===== src/rtl/ising_pkg.sv =====
package ising_pkg;

  localparam int ROW_W  = 6;
  localparam int SIDE_W = 7;
  localparam int THR_W  = 17;
  localparam int RND_W  = 16;
  localparam int DE_W   = 5;
  localparam int OP_W   = 2;
  localparam int CFG_W  = 17;
  localparam int CFG_IDX_W = 2;
  localparam int SUM_W  = 3;

  localparam int DEF_MAX_SIDE = 64;

  localparam logic [SIDE_W-1:0] SIDE_RESET = 7'd64;

  // Remainder steps for a row or column index, one index bit per step.
  localparam int RED_STEPS = ROW_W;
  localparam int CNT_W     = $clog2(RED_STEPS + 1);

  localparam logic [OP_W-1:0] OP_LOAD   = 2'd0;
  localparam logic [OP_W-1:0] OP_UPDATE = 2'd1;
  localparam logic [OP_W-1:0] OP_READ   = 2'd2;

  localparam logic [CFG_IDX_W-1:0] CFG_SIDE = 2'd0;
  localparam logic [CFG_IDX_W-1:0] CFG_THR4 = 2'd1;
  localparam logic [CFG_IDX_W-1:0] CFG_THR8 = 2'd2;

  typedef enum logic [2:0] {
    ADR_CTR,
    ADR_RP,
    ADR_RM,
    ADR_CP,
    ADR_CM
  } adr_sel_e;

  typedef struct packed {
    logic     capture;
    logic     step;
    logic     rd_en;
    adr_sel_e adr_sel;
    logic     wr_load;
    logic     cap_ctr;
    logic     acc;
    logic     decide;
    logic     out_load;
  } cmd_t;

  typedef struct packed {
    logic            red_done;
    logic [OP_W-1:0] op;
  } sts_t;

endpackage


===== src/rtl/ising_ctrl.sv =====
module ising_ctrl (
  input  logic            clk_i,
  input  logic            rst_ni,
  input  logic            in_valid_i,
  output logic            in_ready_o,
  output logic            out_valid_o,
  input  logic            out_ready_i,
  input  ising_pkg::sts_t sts_i,
  output ising_pkg::cmd_t cmd_o
);

  typedef enum logic [3:0] {
    S_IDLE,
    S_REDUCE,
    S_CTR,
    S_RP,
    S_RM,
    S_CP,
    S_CM,
    S_DEC,
    S_FIN
  } state_e;

  state_e state_q, state_d;
  logic   out_valid_q;

  always_comb begin
    cmd_o         = '0;
    cmd_o.adr_sel = ising_pkg::ADR_CTR;
    state_d       = state_q;
    case (state_q)
      S_IDLE: begin
        if (in_valid_i) begin
          cmd_o.capture = 1'b1;
          state_d       = S_REDUCE;
        end
      end
      S_REDUCE: begin
        cmd_o.step = 1'b1;
        if (sts_i.red_done) begin
          if (sts_i.op == ising_pkg::OP_LOAD) begin
            cmd_o.wr_load = 1'b1;
            state_d       = S_FIN;
          end else begin
            cmd_o.rd_en = 1'b1;
            state_d     = S_CTR;
          end
        end
      end
      S_CTR: begin
        cmd_o.cap_ctr = 1'b1;
        if (sts_i.op == ising_pkg::OP_UPDATE) begin
          cmd_o.rd_en   = 1'b1;
          cmd_o.adr_sel = ising_pkg::ADR_RP;
          state_d       = S_RP;
        end else begin
          state_d = S_FIN;
        end
      end
      S_RP: begin
        cmd_o.acc     = 1'b1;
        cmd_o.rd_en   = 1'b1;
        cmd_o.adr_sel = ising_pkg::ADR_RM;
        state_d       = S_RM;
      end
      S_RM: begin
        cmd_o.acc     = 1'b1;
        cmd_o.rd_en   = 1'b1;
        cmd_o.adr_sel = ising_pkg::ADR_CP;
        state_d       = S_CP;
      end
      S_CP: begin
        cmd_o.acc     = 1'b1;
        cmd_o.rd_en   = 1'b1;
        cmd_o.adr_sel = ising_pkg::ADR_CM;
        state_d       = S_CM;
      end
      S_CM: begin
        cmd_o.acc = 1'b1;
        state_d   = S_DEC;
      end
      S_DEC: begin
        cmd_o.decide = 1'b1;
        state_d      = S_FIN;
      end
      S_FIN: begin
        if (!out_valid_q || out_ready_i) begin
          cmd_o.out_load = 1'b1;
          state_d        = S_IDLE;
        end
      end
      default: begin
        state_d = S_IDLE;
      end
    endcase
  end

  always_ff @(posedge clk_i or negedge rst_ni) begin
    if (!rst_ni) begin
      state_q     <= S_IDLE;
      out_valid_q <= 1'b0;
    end else begin
      state_q <= state_d;
      if (cmd_o.out_load) begin
        out_valid_q <= 1'b1;
      end else if (out_ready_i) begin
        out_valid_q <= 1'b0;
      end
    end
  end

  assign in_ready_o  = (state_q == S_IDLE);
  assign out_valid_o = out_valid_q;

endmodule


===== config.mk =====
export PLATFORM = sky130hd
export DESIGN_NAME = ising_ctrl
export DESIGN_NICKNAME = d
export VERILOG_FILES = /design/src/rtl/ising_pkg.sv /design/src/rtl/ising_ctrl.sv
export SDC_FILE = /design/constraint.sdc
export NUM_CORES = 1
export LEC_CHECK = 0
export BUFFER_PORTS_ARGS = -buffer_cell sky130_fd_sc_hd__buf_4
export CAP_MARGIN = 25
export CORE_AREA = 2 2 39 41
export CTS_BUF_LIST = sky130_fd_sc_hd__clkbuf_16
export CTS_CLUSTER_DIAMETER = 30
export DETAILED_ROUTE_END_ITERATION = 8
export DIE_AREA = 0 0 41 43
export GPL_ROUTABILITY_DRIVEN = 1
export PLACE_DENSITY_LB_ADDON = 0.2
export SYNTH_ARGS = -nofsm -noshare
export SYNTH_HDL_FRONTEND = slang
export SYNTH_SLANG_ARGS = --single-unit

===== constraint.sdc =====
create_clock -name clk_i -period 1.3 [get_ports clk_i]
set_clock_uncertainty 0.1 [all_clocks]
set_input_delay 0.26 -clock clk_i [delete_from_list [all_inputs] [get_ports clk_i]]
set_output_delay 0.26 -clock clk_i [all_outputs]
set_load 0.03 [all_outputs]

==> run metrics <==
dpl ws=-0.309 ns; worst slew pin tran=0.308 ns; Crit. End Element=primary output; DRT Pass-1 Iters=3; Mapped Avg Cell Area=8.53 sq um; Synth warnings=0; via/cell ratio=5.14; DP Area=868 sq um; pin count of the biggest net entering global routing=10; chip width=41 um; relative slew slack=79.4%; Min Hold Slack=0.165 ns; Final Hold Viols=0; final worst slack=-0.591 ns; Area growth, synth to finish=145%; hold_sp=sts_i[2]; DRT Wirelength=1.58 mm; fin crit share=145%; cell area after synthesis=460 sq um; Leak=0.506 nW; critical path fanouts, max=3; TritonCTS buffer count=3; first-pass GRT wire length=2.33 mm; synth unique cells=31; non-filler instance count after layout=117; CTS tree=done; synthesis-stage register bit count=5; Synth area leaders=dfrtp_1 27%, nor4b_2 9.8%, nor2b_1 5.4%; GRT Overall Usage=19.8%; failing checks=setup timing; Fillers=94; total grt overflow=0; syn_nets=61; Crit. Startpoint=state_q[1]; NumNets Final=109; Power Total=2.89 mW; PD cells=2550 nW/um^2; ys async rst share=100%; unrepaired setup endpoints after global routing=true; average wire per cell in the routed design=13.5 um; Synth Flop Type=dfrtp_1; Rows=14; VDD IR max=1.34 mV; fmax=529 MHz; Hold Crit Class=input port to register; n_diodes=0; most frequent cell after synthesis=dfrtp_1; Placeable Area=1380 sq um; CTS Sinks=5; antenna violations before repair=0; reg-to-reg startpoint=state_q[0]; final routed DRC violation total=0; # Max-Cap Violations=0; final max-slew violation count=0; io pins=20; Clk Latency, worst-skew pair=0.22 ns; status=finished, violations left; Max clock buf depth=2; Die ar.=1760 sq um; post-route ant nets=0; Reg power frac=12.6%; register area share after synthesis=27.2%; final setup vio count=15; Arr. time, crit path=1.53 ns; vias after detailed routing=601; logic gate share of total power=70.3%; Post-Synthesis Cells=54; P_int=1.69 mW; Post-Layout Inst Area=1130 sq um; Iter 0 DRT Violations=8; Final min period=1.89 ns; dpl cells=104; Finished Core Util=81.6%; CP Class=register to primary output; vias in the first global route=566; Post-DP HPWL=1.06 mm; area share of the largest cell type after synthesis=27.2%; Reg2Reg Setup Slack=-0.25 ns; EDFF count, synth=0; Setup TNS=-6.32 ns; clock share of power=17.1%; Root Buffer=clkbuf_16; die height=43 um; layout cells sized above 1=73.3%; Synth area leader=dfrtp_1; NetSw=1.19 mW; switching share of power=41.3%; htree depth=1; routability cong.=0.787; Worst-path clk slew=0.03 ns; data required time of the critical path=0.94 ns; most frequent cells after synthesis=5 x dfrtp_1, 4 x a21oi_1, 4 x inv_1, 4 x nor2b_1; startpoint types=register; Port-buffer cells=19; Starting Density=33.3%
==> cell usage in the layout (no fill, tap or decap), drive strengths merged <==
| cell type | Yosys | layout |
|---|---|---|
| nor4 | 2 | 2 |
| buf | 3 | 46 |
| a21oi | 4 | 4 |
| or3b | 1 | 1 |
| nor4b | 4 | 4 |
| o21ai | 1 | 1 |
| dlygate4sd3 | 0 | 1 |
| o21bai | 1 | 1 |
| mux2i | 1 | 1 |
| or3 | 1 | 1 |
| nor2 | 1 | 1 |
| inv | 4 | 5 |
| clkbuf | 1 | 3 |
| a22oi | 2 | 2 |
| a2bb2oi | 1 | 1 |
| o22ai | 1 | 1 |
| a211oi | 2 | 2 |
| a31o | 1 | 1 |
| nor3 | 2 | 2 |
| and3 | 1 | 1 |
| and2 | 2 | 2 |
| nor2b | 4 | 4 |
| nand2 | 3 | 3 |
| a21boi | 1 | 1 |
| dfrtp | 5 | 5 |
| xnor2 | 1 | 1 |
| or2 | 1 | 1 |
| o32ai | 1 | 1 |
| nor4bb | 1 | 1 |
| nand3b | 1 | 1 |
==> power groups by stage <==
stage               combinational (mW)  clock [mW]  sequential [mW]
floorplan                         1.09           0            0.344
global placement                  1.56           0            0.389
detailed placement                1.58           0            0.387
CTS                               1.87       0.502            0.358
global route                      2.13       0.517            0.383
finish                            2.03       0.494            0.365
==> metal layers <==
metal  global-route usage, %  part of all wire, %
met1                    22.5                   41
met5                       0                    0
met3                    7.85                  3.4
met4                    4.00                    0
met2                    33.1                   56
==> final cells by class <==
class	count	area, sq um	share of cell area, %
repair buffers	47	437	38.6
inverters	4	15.0	1.33
well taps	16	20.0	1.77
clock buffers	3	75.1	6.64
clock inverters	1	3.75	0.332
flip-flops and latches	5	130	11.5
multi-input cells	41	449	39.8
==> critical path, stage by stage (launching register included) <==
cell	delay [ns]
dfrtp_2	0.42
buf_12	0.13
nor4b_4	0.34
a22oi_2	0.10
o22ai_2	0.17
buf_6	0.15
==> sequential cells by signal (all words and copies together), names as in the netlist <==
| name | cells |
|---|---|
| state_q | 4 |
| out_valid_o | 1 |
==> repair_timing <==
item | 4_1_cts | 5_1_grt
cloned | 0 | 0
gates resized for setup | 15 | 8
pin swaps | 0 | 6
hold endpoints to repair | 5 | 0
hold buffers | 1 | 0
setup endpoints to repair | 15 | 16
setup buffers | 5 | 5
==> path summary, 6_finish.rpt <==
kind	to	cells after the start
worst max-delay path	cmd_o[8]	5
max in group asynchronous	state_q[2]	2
worst max register to register	state_q[3]	5
worst min-delay path	state_q[0]	2
worst min register to register	state_q[0]	2
min in group asynchronous	state_q[1]	2
==> logic make-up after synthesis <==
group	Yosys count	share of synthesized area [%]
AO/OA/AOI/OAI	15	22.3
XOR/XNOR	1	1.90
buffers and inverters	8	8.69
flip-flops	5	27.2
multiplexers	1	2.17
AND/OR/NAND/NOR	24	37.8
Power figures use the tool's default switching activity.
